$ cat src/rtl/lrs_pkg.sv
// Shared types and constants for the lineage recombination split block.
`timescale 1ns / 1ps
package lrs_pkg;

  localparam int LOCUS_W   = 6;
  localparam int RATE_IN_W = 24;
  localparam int DRAW_W    = 24;
  localparam int MASK_W    = 64;
  localparam int TOTAL_W   = 30;

  localparam logic [TOTAL_W-1:0] TOTAL_MAX = 30'h3FFF_FFFF;

  localparam logic FUNC_WRITE = 1'b0;
  localparam logic FUNC_SPLIT = 1'b1;

  typedef logic [1:0] arith_op_t;

  localparam arith_op_t OP_SUM  = 2'd0;
  localparam arith_op_t OP_MUL  = 2'd1;
  localparam arith_op_t OP_SRCH = 2'd2;

  typedef struct packed {
    arith_op_t op;
    logic      mul_bit;
  } arith_ctl_t;

endpackage

$ cat src/rtl/lrs_if.sv
// Request and result channel interfaces for the lineage recombination split block.
`timescale 1ns / 1ps
interface lrs_in_if;
  logic                         valid;
  logic                         ready;
  logic                         func;
  logic [lrs_pkg::LOCUS_W-1:0]   locus_index;
  logic [lrs_pkg::RATE_IN_W-1:0] rate_value;
  logic [lrs_pkg::LOCUS_W-1:0]   first_locus;
  logic [lrs_pkg::LOCUS_W-1:0]   last_locus;
  logic [lrs_pkg::MASK_W-1:0]    ancestral_mask;
  logic [lrs_pkg::DRAW_W-1:0]    draw_occur;
  logic [lrs_pkg::DRAW_W-1:0]    draw_position;

  modport source (
    output valid, func, locus_index, rate_value, first_locus, last_locus,
           ancestral_mask, draw_occur, draw_position,
    input  ready
  );
  modport sink (
    input  valid, func, locus_index, rate_value, first_locus, last_locus,
           ancestral_mask, draw_occur, draw_position,
    output ready
  );
endinterface

interface lrs_out_if;
  logic                       valid;
  logic                       ready;
  logic                       recombined;
  logic [lrs_pkg::TOTAL_W-1:0] total_rate;
  logic [lrs_pkg::LOCUS_W-1:0] break_locus;
  logic [lrs_pkg::MASK_W-1:0]  left_mask;
  logic [lrs_pkg::LOCUS_W-1:0] left_last;
  logic [lrs_pkg::MASK_W-1:0]  right_mask;
  logic [lrs_pkg::LOCUS_W-1:0] right_first;

  modport source (
    output valid, recombined, total_rate, break_locus, left_mask, left_last,
           right_mask, right_first,
    input  ready
  );
  modport sink (
    input  valid, recombined, total_rate, break_locus, left_mask, left_last,
           right_mask, right_first,
    output ready
  );
endinterface

$ cat src/rtl/lrs_rate_mem.sv
// Per-locus rate table with per-entry valid bits and registered read.
`timescale 1ns / 1ps
module lrs_rate_mem #(
  parameter int NUM_LOCI  = 64,
  parameter int RATE_BITS = 24
) (
  input  logic                        clk_i,
  input  logic                        rst_ni,
  input  logic                        we_i,
  input  logic [lrs_pkg::LOCUS_W-1:0] waddr_i,
  input  logic [RATE_BITS-1:0]        wdata_i,
  input  logic [lrs_pkg::LOCUS_W-1:0] raddr_i,
  output logic [RATE_BITS-1:0]        rdata_o
);

  localparam int AW = (NUM_LOCI > 1) ? $clog2(NUM_LOCI) : 1;

  logic [RATE_BITS-1:0] mem [NUM_LOCI];
  logic [NUM_LOCI-1:0]  valid_q;
  logic [RATE_BITS-1:0] rdata_q;
  logic                 w_in_range;
  logic                 r_in_range;

  assign w_in_range = ({1'b0, waddr_i} < (lrs_pkg::LOCUS_W + 1)'(NUM_LOCI));
  assign r_in_range = ({1'b0, raddr_i} < (lrs_pkg::LOCUS_W + 1)'(NUM_LOCI));

  always_ff @(posedge clk_i or negedge rst_ni) begin
    if (!rst_ni) begin
      valid_q <= '0;
    end else if (we_i && w_in_range) begin
      valid_q[waddr_i[AW-1:0]] <= 1'b1;
    end
  end

  always_ff @(posedge clk_i) begin
    if (we_i && w_in_range) begin
      mem[waddr_i[AW-1:0]] <= wdata_i;
    end
  end

  always_ff @(posedge clk_i) begin
    if (r_in_range && valid_q[raddr_i[AW-1:0]]) begin
      rdata_q <= mem[raddr_i[AW-1:0]];
    end else begin
      rdata_q <= '0;
    end
  end

  assign rdata_o = rdata_q;

endmodule

$ cat src/rtl/lrs_arith.sv
// Shared adder and break compare used by the sum, multiply and search passes.
`timescale 1ns / 1ps
module lrs_arith #(
  parameter int RATE_BITS = 24
) (
  input  lrs_pkg::arith_ctl_t                               ctl_i,
  input  logic [RATE_BITS+lrs_pkg::LOCUS_W+lrs_pkg::DRAW_W-1:0] acc_i,
  input  logic [RATE_BITS+lrs_pkg::LOCUS_W+lrs_pkg::DRAW_W-1:0] mcand_i,
  input  logic [RATE_BITS+lrs_pkg::LOCUS_W+lrs_pkg::DRAW_W-1:0] prod_i,
  input  logic [RATE_BITS-1:0]                              rate_i,
  output logic [RATE_BITS+lrs_pkg::LOCUS_W+lrs_pkg::DRAW_W-1:0] sum_o,
  output logic                                              hit_o
);

  localparam int TW = RATE_BITS + lrs_pkg::LOCUS_W;
  localparam int PW = TW + lrs_pkg::DRAW_W;

  logic [PW-1:0] addend;
  logic [PW-1:0] scaled;

  always_comb begin
    case (ctl_i.op)
      lrs_pkg::OP_SUM:  addend = PW'(rate_i);
      lrs_pkg::OP_MUL:  addend = ctl_i.mul_bit ? mcand_i : '0;
      lrs_pkg::OP_SRCH: addend = PW'(rate_i);
      default:          addend = '0;
    endcase
  end

  assign sum_o  = acc_i + addend;
  // running sum scaled by 2^24 against draw_position * total
  assign scaled = {sum_o[TW-1:0], {lrs_pkg::DRAW_W{1'b0}}};
  assign hit_o  = (scaled >= prod_i);

endmodule

$ cat src/rtl/lineage_recombination_split_core.sv
// Lineage recombination split: top level with pass sequencer and result register.
// Steps: a rate write goes straight to the load; a lineage runs a sum pass, a decide step and,
//   on recombination, a multiply pass, a break search and a right_first scan, then a load.
// Flow: one transaction at a time; a lineage's pace is set by the one-per-cycle rate table
//   read and the one shared adder.
// Reset: control state and the rate table valid bits clear at once; no sweep.
`timescale 1ns / 1ps
module lineage_recombination_split_core #(
  parameter int NUM_LOCI  = 64,
  parameter int RATE_BITS = 24
) (
  input  logic      clk_i,
  input  logic      rst_ni,
  lrs_in_if.sink    req_i,
  lrs_out_if.source rsp_o
);

  localparam int LW = lrs_pkg::LOCUS_W;
  localparam int MW = lrs_pkg::MASK_W;
  localparam int TW = RATE_BITS + LW;
  localparam int PW = TW + lrs_pkg::DRAW_W;

  localparam logic [2:0] S_IDLE  = 3'd0;
  localparam logic [2:0] S_SUM   = 3'd1;
  localparam logic [2:0] S_OCC   = 3'd2;
  localparam logic [2:0] S_MUL   = 3'd3;
  localparam logic [2:0] S_SRCH  = 3'd4;
  localparam logic [2:0] S_RSCAN = 3'd5;
  localparam logic [2:0] S_FIN   = 3'd6;

  logic [2:0]               state_q, state_d;
  logic [LW-1:0]            idx_q, idx_d;
  logic                     rd_v_q, rd_v_d;
  logic [LW-1:0]            rd_idx_q;
  logic [LW-1:0]            first_q, first_d;
  logic [LW-1:0]            last_q, last_d;
  logic [MW-1:0]            amask_q, amask_d;
  logic [lrs_pkg::DRAW_W-1:0] docc_q, docc_d;
  logic [lrs_pkg::DRAW_W-1:0] mplier_q, mplier_d;
  logic [TW-1:0]            total_q, total_d;
  logic [TW-1:0]            run_q, run_d;
  logic [PW-1:0]            prod_q, prod_d;
  logic [PW-1:0]            mcand_q, mcand_d;
  logic [LW-1:0]            brk_q, brk_d;
  logic [LW-1:0]            llast_q, llast_d;
  logic [LW-1:0]            rfirst_q, rfirst_d;
  logic                     recomb_q, recomb_d;

  logic                     out_valid_q, out_valid_d;
  logic                     out_recomb_q;
  logic [lrs_pkg::TOTAL_W-1:0] out_total_q;
  logic [LW-1:0]            out_brk_q;
  logic [MW-1:0]            out_lmask_q;
  logic [LW-1:0]            out_llast_q;
  logic [MW-1:0]            out_rmask_q;
  logic [LW-1:0]            out_rfirst_q;
  logic                     out_load;

  logic                     in_fire;
  logic                     mem_we;
  logic [RATE_BITS-1:0]     rate_rd;
  lrs_pkg::arith_ctl_t      actl;
  logic [PW-1:0]            acc;
  logic [PW-1:0]            sum;
  logic                     hit;
  logic [MW-1:0]            low_mask;
  logic [lrs_pkg::TOTAL_W-1:0] total_sat;

  assign req_i.ready = (state_q == S_IDLE);
  assign in_fire     = req_i.valid && req_i.ready;
  assign mem_we      = in_fire && (req_i.func == lrs_pkg::FUNC_WRITE);

  lrs_rate_mem #(
    .NUM_LOCI (NUM_LOCI),
    .RATE_BITS(RATE_BITS)
  ) u_rate_mem (
    .clk_i  (clk_i),
    .rst_ni (rst_ni),
    .we_i   (mem_we),
    .waddr_i(req_i.locus_index),
    .wdata_i(RATE_BITS'(req_i.rate_value)),
    .raddr_i(idx_q),
    .rdata_o(rate_rd)
  );

  always_comb begin
    actl.mul_bit = mplier_q[0];
    case (state_q)
      S_MUL:   begin
        actl.op = lrs_pkg::OP_MUL;
        acc     = prod_q;
      end
      S_SRCH:  begin
        actl.op = lrs_pkg::OP_SRCH;
        acc     = PW'(run_q);
      end
      default: begin
        actl.op = lrs_pkg::OP_SUM;
        acc     = PW'(total_q);
      end
    endcase
  end

  lrs_arith #(
    .RATE_BITS(RATE_BITS)
  ) u_arith (
    .ctl_i  (actl),
    .acc_i  (acc),
    .mcand_i(mcand_q),
    .prod_i (prod_q),
    .rate_i (rate_rd),
    .sum_o  (sum),
    .hit_o  (hit)
  );

  always_comb begin
    for (int k = 0; k < MW; k++) begin
      low_mask[k] = (k <= int'(brk_q));
    end
  end

  assign total_sat = (64'(total_q) > 64'(lrs_pkg::TOTAL_MAX)) ? lrs_pkg::TOTAL_MAX
                                                             : lrs_pkg::TOTAL_W'(total_q);

  assign out_load = (state_q == S_FIN) && (!out_valid_q || rsp_o.ready);

  always_comb begin
    state_d  = state_q;
    idx_d    = idx_q;
    rd_v_d   = 1'b0;
    first_d  = first_q;
    last_d   = last_q;
    amask_d  = amask_q;
    docc_d   = docc_q;
    mplier_d = mplier_q;
    total_d  = total_q;
    run_d    = run_q;
    prod_d   = prod_q;
    mcand_d  = mcand_q;
    brk_d    = brk_q;
    llast_d  = llast_q;
    rfirst_d = rfirst_q;
    recomb_d = recomb_q;

    case (state_q)
      S_IDLE: begin
        if (in_fire) begin
          total_d  = '0;
          recomb_d = 1'b0;
          if (req_i.func == lrs_pkg::FUNC_WRITE) begin
            state_d = S_FIN;
          end else begin
            first_d = req_i.first_locus;
            last_d  = req_i.last_locus;
            idx_d   = req_i.first_locus;
            docc_d  = req_i.draw_occur;
            mplier_d = req_i.draw_position;
            for (int k = 0; k < MW; k++) begin
              amask_d[k] = req_i.ancestral_mask[k] && (k < NUM_LOCI);
            end
            state_d = S_SUM;
          end
        end
      end
      S_SUM: begin
        if (idx_q < last_q) begin
          idx_d  = idx_q + LW'(1);
          rd_v_d = 1'b1;
        end
        if (rd_v_q) begin
          total_d = sum[TW-1:0];
        end
        if (!(idx_q < last_q) && !rd_v_q) begin
          state_d = S_OCC;
        end
      end
      S_OCC: begin
        mcand_d = PW'(total_q);
        prod_d  = '0;
        if (PW'(docc_q) < PW'(total_q)) begin
          recomb_d = 1'b1;
          state_d  = S_MUL;
        end else begin
          state_d = S_FIN;
        end
      end
      S_MUL: begin
        if (mplier_q == '0) begin
          idx_d   = first_q;
          run_d   = '0;
          llast_d = first_q;
          state_d = S_SRCH;
        end else begin
          prod_d   = sum;
          mcand_d  = mcand_q << 1;
          mplier_d = mplier_q >> 1;
        end
      end
      S_SRCH: begin
        if (idx_q < last_q) begin
          idx_d  = idx_q + LW'(1);
          rd_v_d = 1'b1;
        end
        if (rd_v_q) begin
          run_d = sum[TW-1:0];
          if (amask_q[rd_idx_q]) begin
            llast_d = rd_idx_q;
          end
          if (hit) begin
            brk_d   = rd_idx_q;
            idx_d   = rd_idx_q + LW'(1);
            rd_v_d  = 1'b0;
            state_d = S_RSCAN;
          end
        end
      end
      S_RSCAN: begin
        if (amask_q[idx_q] || (idx_q == last_q)) begin
          rfirst_d = idx_q;
          state_d  = S_FIN;
        end else begin
          idx_d = idx_q + LW'(1);
        end
      end
      S_FIN: begin
        if (out_load) begin
          state_d = S_IDLE;
        end
      end
      default: begin
        state_d = S_IDLE;
      end
    endcase
  end

  always_comb begin
    out_valid_d = out_valid_q;
    if (out_load) begin
      out_valid_d = 1'b1;
    end else if (rsp_o.ready) begin
      out_valid_d = 1'b0;
    end
  end

  always_ff @(posedge clk_i or negedge rst_ni) begin
    if (!rst_ni) begin
      state_q     <= S_IDLE;
      rd_v_q      <= 1'b0;
      out_valid_q <= 1'b0;
    end else begin
      state_q     <= state_d;
      rd_v_q      <= rd_v_d;
      out_valid_q <= out_valid_d;
    end
  end

  always_ff @(posedge clk_i) begin
    idx_q    <= idx_d;
    rd_idx_q <= idx_q;
    first_q  <= first_d;
    last_q   <= last_d;
    amask_q  <= amask_d;
    docc_q   <= docc_d;
    mplier_q <= mplier_d;
    total_q  <= total_d;
    run_q    <= run_d;
    prod_q   <= prod_d;
    mcand_q  <= mcand_d;
    brk_q    <= brk_d;
    llast_q  <= llast_d;
    rfirst_q <= rfirst_d;
    recomb_q <= recomb_d;
  end

  always_ff @(posedge clk_i) begin
    if (out_load) begin
      out_recomb_q <= recomb_q;
      out_total_q  <= total_sat;
      out_brk_q    <= recomb_q ? brk_q : '0;
      out_lmask_q  <= recomb_q ? (amask_q & low_mask) : '0;
      out_llast_q  <= recomb_q ? llast_q : '0;
      out_rmask_q  <= recomb_q ? (amask_q & ~low_mask) : '0;
      out_rfirst_q <= recomb_q ? rfirst_q : '0;
    end
  end

  assign rsp_o.valid       = out_valid_q;
  assign rsp_o.recombined  = out_recomb_q;
  assign rsp_o.total_rate  = out_total_q;
  assign rsp_o.break_locus = out_brk_q;
  assign rsp_o.left_mask   = out_lmask_q;
  assign rsp_o.left_last   = out_llast_q;
  assign rsp_o.right_mask  = out_rmask_q;
  assign rsp_o.right_first = out_rfirst_q;

endmodule
$ cat src/flat_wrapper.sv
// flat-port wrapper written by rule: the top's interface ports become plain ports
module lineage_recombination_split_core_flat 
#(
  parameter int NUM_LOCI  = 64,
  parameter int RATE_BITS = 24
)
  (clk_i, rst_ni, req_i_valid, req_i_func, req_i_locus_index, req_i_rate_value, req_i_first_locus, req_i_last_locus, req_i_ancestral_mask, req_i_draw_occur, req_i_draw_position, req_i_ready, rsp_o_valid, rsp_o_recombined, rsp_o_total_rate, rsp_o_break_locus, rsp_o_left_mask, rsp_o_left_last, rsp_o_right_mask, rsp_o_right_first, rsp_o_ready);
  lrs_in_if req_i_i ();
  lrs_out_if rsp_o_i ();
  input  logic clk_i;
  input  logic rst_ni;
  input wire logic [$bits(req_i_i.valid)-1:0] req_i_valid;
  input wire logic [$bits(req_i_i.func)-1:0] req_i_func;
  input wire logic [$bits(req_i_i.locus_index)-1:0] req_i_locus_index;
  input wire logic [$bits(req_i_i.rate_value)-1:0] req_i_rate_value;
  input wire logic [$bits(req_i_i.first_locus)-1:0] req_i_first_locus;
  input wire logic [$bits(req_i_i.last_locus)-1:0] req_i_last_locus;
  input wire logic [$bits(req_i_i.ancestral_mask)-1:0] req_i_ancestral_mask;
  input wire logic [$bits(req_i_i.draw_occur)-1:0] req_i_draw_occur;
  input wire logic [$bits(req_i_i.draw_position)-1:0] req_i_draw_position;
  output wire logic [$bits(req_i_i.ready)-1:0] req_i_ready;
  output wire logic [$bits(rsp_o_i.valid)-1:0] rsp_o_valid;
  output wire logic [$bits(rsp_o_i.recombined)-1:0] rsp_o_recombined;
  output wire logic [$bits(rsp_o_i.total_rate)-1:0] rsp_o_total_rate;
  output wire logic [$bits(rsp_o_i.break_locus)-1:0] rsp_o_break_locus;
  output wire logic [$bits(rsp_o_i.left_mask)-1:0] rsp_o_left_mask;
  output wire logic [$bits(rsp_o_i.left_last)-1:0] rsp_o_left_last;
  output wire logic [$bits(rsp_o_i.right_mask)-1:0] rsp_o_right_mask;
  output wire logic [$bits(rsp_o_i.right_first)-1:0] rsp_o_right_first;
  input wire logic [$bits(rsp_o_i.ready)-1:0] rsp_o_ready;
  assign req_i_i.valid = req_i_valid;
  assign req_i_i.func = req_i_func;
  assign req_i_i.locus_index = req_i_locus_index;
  assign req_i_i.rate_value = req_i_rate_value;
  assign req_i_i.first_locus = req_i_first_locus;
  assign req_i_i.last_locus = req_i_last_locus;
  assign req_i_i.ancestral_mask = req_i_ancestral_mask;
  assign req_i_i.draw_occur = req_i_draw_occur;
  assign req_i_i.draw_position = req_i_draw_position;
  assign req_i_ready = req_i_i.ready;
  assign rsp_o_valid = rsp_o_i.valid;
  assign rsp_o_recombined = rsp_o_i.recombined;
  assign rsp_o_total_rate = rsp_o_i.total_rate;
  assign rsp_o_break_locus = rsp_o_i.break_locus;
  assign rsp_o_left_mask = rsp_o_i.left_mask;
  assign rsp_o_left_last = rsp_o_i.left_last;
  assign rsp_o_right_mask = rsp_o_i.right_mask;
  assign rsp_o_right_first = rsp_o_i.right_first;
  assign rsp_o_i.ready = rsp_o_ready;
  lineage_recombination_split_core #(.NUM_LOCI(NUM_LOCI), .RATE_BITS(RATE_BITS)) u_core (.clk_i(clk_i), .rst_ni(rst_ni), .req_i(req_i_i), .rsp_o(rsp_o_i));
endmodule
$ cat config.mk
export PLATFORM = sky130hd
export DESIGN_NAME = lineage_recombination_split_core_flat
export DESIGN_NICKNAME = d
export VERILOG_FILES = /design/src/rtl/lrs_pkg.sv /design/src/rtl/lrs_if.sv /design/src/rtl/lrs_rate_mem.sv /design/src/rtl/lrs_arith.sv /design/src/rtl/lineage_recombination_split_core.sv /design/src/flat_wrapper.sv
export SDC_FILE = /design/constraint.sdc
export NUM_CORES = 2
export LEC_CHECK = 0
export BUFFER_PORTS_ARGS = -buffer_cell sky130_fd_sc_hd__buf_2
export CAP_MARGIN = 20
export CORE_MARGIN = 4
export CORE_UTILIZATION = 50
export CTS_CLUSTER_SIZE = 30
export DETAILED_ROUTE_END_ITERATION = 7
export PLACE_DENSITY = 0.67
export SLEW_MARGIN = 20
export SYNTH_ARGS = -nofsm -noshare
export SYNTH_HDL_FRONTEND = slang
export SYNTH_HIERARCHICAL = 1
export SYNTH_SLANG_ARGS = --single-unit
$ cat constraint.sdc
create_clock -name clk_i -period 16.27 [get_ports clk_i]
set_input_delay 0.8135 -clock clk_i [delete_from_list [all_inputs] [get_ports clk_i]]
set_output_delay 0.8135 -clock clk_i [all_outputs]
set_load 0.1 [all_outputs]
==> summary.txt <==
Status
  – Outcome: finished clean

Setup path
  – R2R Path End: u_core/idx_q[3]$_DFFE_PP_
  – Max FO, Critical Path: 87
  – CP max stage delay: just over 0.8 ns
  – Req. time, crit path: 16.83 ns
  – Worst R2R Path Depth: 32
  – Slowest-stage cell, CP: o31ai_1
  – CP delay by family, top: simple AND/OR/NAND/NOR gates
  – Crit path from: u_core/state_q[0]$_DFFE_PN0P_
  – Worst path bufs/invs: 1
  – Crit end category: register
  – Worst EP arrival: around 9 ns
  – Setup slack, reg-to-reg: 7.82 ns
  – WS Path Type: register to register
  – Crit path launch type: register
  – Critical R2R Launch: u_core/state_q[0]$_DFFE_PN0P_
  – Cell mode on critical path: nand2_1

Yosys
  – Unique cell type count in the Yosys netlist: 86
  – Post-Syn Instances: slightly below 5k
  – #FFs+latches synth: around 2.1k
  – Synth Warn #: 6
  – Synth Area per Inst: 17.8 µm²
  – EDFF count, synth: a little over 2k
  – Seq/Total Area, Yosys: 72.5%
  – Asr flop ratio synth: ~3.2%
  – Most used DFF post-synth: edfxtp_1
  – Post-synth net total: about 5.2k
  – Mapped cell area: 87,200 µm²

Place
  – Port bufs: between 300 and 400
  – RePlAce Congestion: around 0.9
  – HPWL Detailed: ~130,000 µm

Routing
  – Final ANT Viol Nets: 0
  – Pre-Repair DR Iteration Count: 6
  – Vias per inst: about 6.2
  – Initial DRC Count: around 6.5k
  – Via count: a little under 50k
  – Drt wl/cell: 28.7 µm
  – Post-Route WL: around 220,000 µm
  – DR DRC count: 0

GRT
  – Met1 Usage GRT: a little over a third
  – Grt peak-use layer: met2
  – Largest net degree at the start of global routing: roughly 180
  – Global-route usage over all layers: approximately a quarter
  – M2 GR Usage: 38.3%
  – First-pass GRT wire length: about 330,000 µm
  – Number of global-route vias before repair: about 47k
  – Overflow after GRT: 0
  – Initial antenna violation count: 11
  – GR Util met3: 4.36%

Floorplan
  – Starting Density: 50.2%
  – Die Width: 426 µm
  – Chip height: 426 µm
  – Core Area: between 150,000 and 200,000 µm²
  – Die ar.: between 150,000 and 200,000 µm²
  – Row cnt: roughly 150
  – Io pins: 338

Layout
  – Nets: 5,568
  – Core Util, Final: 56.8%
  – Share of layout cells above drive strength 1: 25.7%
  – Area growth, synth to finish: 13.0%

Timing
  – Max Transition Viols Final: 0
  – Hold Slack: 0.151 ns
  – Hold Vio Cnt, Final: 0
  – Crit path time final: between 8 and 9 ns
  – Worst clock skew: between 0.03 and 0.04 ns
  – RSZ-0062 raised after global routing: false
  – Worst-margin pin slew: about 1.1 ns
  – Tcrit/Tclk final: 51.9%
  – Relative slew slack: about 30%
  – Max Fclk: 0.118 GHz
  – Setup TNS: 0 ns
  – Setup violators final: 0

CTS
  – Clock Path Buffers: 3
  – H-tree Lvls: 4
  – Clock transition at the registers of the reported paths: 0.06 ns
  – Sink Count: 2,128
  – CTS root buf: clkbuf_16
  – Worst-Skew Late Latency: ~0.84 ns
  – CTS tree: yes
  – CTS Buf Count: about 210
  – Post-CTS setup buffer count: 0

Power
  – Max IR drop VDD: about 0.13 mV
  – Lkg Pwr: between 30 and 40 nW
  – Pwr dens: around 170 nW/µm²

Min path
  – Hold Path End: u_core/amask_q[16]$_DFFE_PP_
  – Hold WC Path Type: primary input to register
  – Hold path cells: 1
  – Hold path startpoint: req_i_ancestral_mask[16]

Run
  – Max-capacitance violation count: 0
[worst max path at each step]
stage	to	cells past startpoint
after global placement	u_core/idx_q[1]$_DFFE_PP_	33
after detailed placement	u_core/idx_q[4]$_DFFE_PP_	32
after global routing	u_core/idx_q[5]$_DFFE_PP_	32
after floorplan	u_core/rsp_o.break_locus[0]$_SDFFCE_PN0P_	2
after CTS	u_core/idx_q[4]$_DFFE_PP_	32
final	u_core/idx_q[3]$_DFFE_PP_	32
[layer usage]
metal / wire length [µm] / part of all wire (%) / vias to the layer above
met5: 71 / 0.032 / -
met3: 20500 / 9.1 / 365
met4: 6850 / 3.1 / 10
met2: 105000 / 47 / 2418
li1: - / - / 20500
met1: 91300 / 41 / 25200
[repair_timing]
item / CTS / global route
endpoints found under the hold margin: 5 / 0
endpoints found under the setup margin: 0 / 0
gates resized for setup: 0 / 0
hold buffers: 1 / 0
[placed cells by master (no fill, tap or decap), drive strengths merged, types with 13 or more instances in the layout]
cell and count:
dfrtp 69, a21oi 264, a221o 25, and3 193, inv 113, clkinv 89, dfxtp 30, a31oi 15
edfxtp 2029, nor3 47, xnor2 39, nor2b 27, clkbuf 274, or2 69, buf 476, a22oi 211
nor4 40, nor2 164, and2 90, mux2 38, o21bai 15, nand2b 24, mux2i 16, nand4 28
ha 114, nand3 23, mux4 425, xor2 13, nand2 211, a21o 30, o21ai 119
[area by class of cell]
class,count,area (µm²)
fillers,13100,75100
inverters,106,398
diodes,6,15.0
repair buffers,477,2820
multi-input cells,2372,22400
flip-flops and latches,2128,63300
clock inverters,115,1060
well taps,2325,2910
clock buffers,274,5700
[synthesized netlist by cell type (27+ instances only)]
library cell	number	area [µm²]
clkbuf_1	155	582
a22oi_1	211	1580
buf_2	94	470
dfxtp_1	30	601
nand2_1	209	785
o21ai_0	111	556
nor3_1	47	235
and2_1	88	551
edfxtp_1	2029	60900
and3_1	193	1210
nand4_1	28	175
xnor2_1	39	342
nor2b_1	27	169
ha_1	114	1430
or2_2	69	432
nor2_1	164	616
dfrtp_1	69	1730
inv_1	106	398
a21o_1	30	225
nor4_1	39	244
mux2_2	38	428
a21oi_1	260	1300
mux4_2	419	9440
[cells by family after synthesis]
family / after synthesis / synth area share (%)
other: 1 / 0.00430
multiplexers: 479 / 11.7
AO/OA/AOI/OAI: 777 / 5.85
buffers and inverters: 398 / 2.10
flip-flops: 2128 / 72.5
AND/OR/NAND/NOR: 948 / 5.69
XOR/XNOR: 52 / 0.522
adder cells (fa/ha/maj): 115 / 1.66
[metrics by stage]
step / cell area [µm²] / instances / setup WS (ns) / power (mW)
final: 98500 / 7803 / 7.82 / 17.0
after global routing: 98500 / 7798 / 7.37 / 17.7
after CTS: 98500 / 7796 / 7.94 / 17.0
after detailed placement: 91700 / 7406 / 8.00 / 12.3
after global placement: 91700 / 7406 / 8.09 / 12.3
after floorplan: 87200 / 4898 / 2.40 / 10.8
[flip-flops by register name (all words and copies together) (netlist names), 54 cells and up]
name / count
u_core/rsp_o.left_mask: 64
u_core/rsp_o.right_mask: 63
u_core/prod_q: 54
u_core/amask_q: 64
u_core/mcand_q: 54
u_core/u_rate_mem/valid_q: 64
u_core/u_rate_mem/mem: 1536
[report_power, final]
group / internal (mW) / leakage (nW) / switching, mW
clock network: 2.67 / 3.29 / 2.06
logic: 1.92 / 11.0 / 3.64
registers: 6.45 / 19.6 / 0.233
Note: power is estimated with default switching activity, not from simulation.
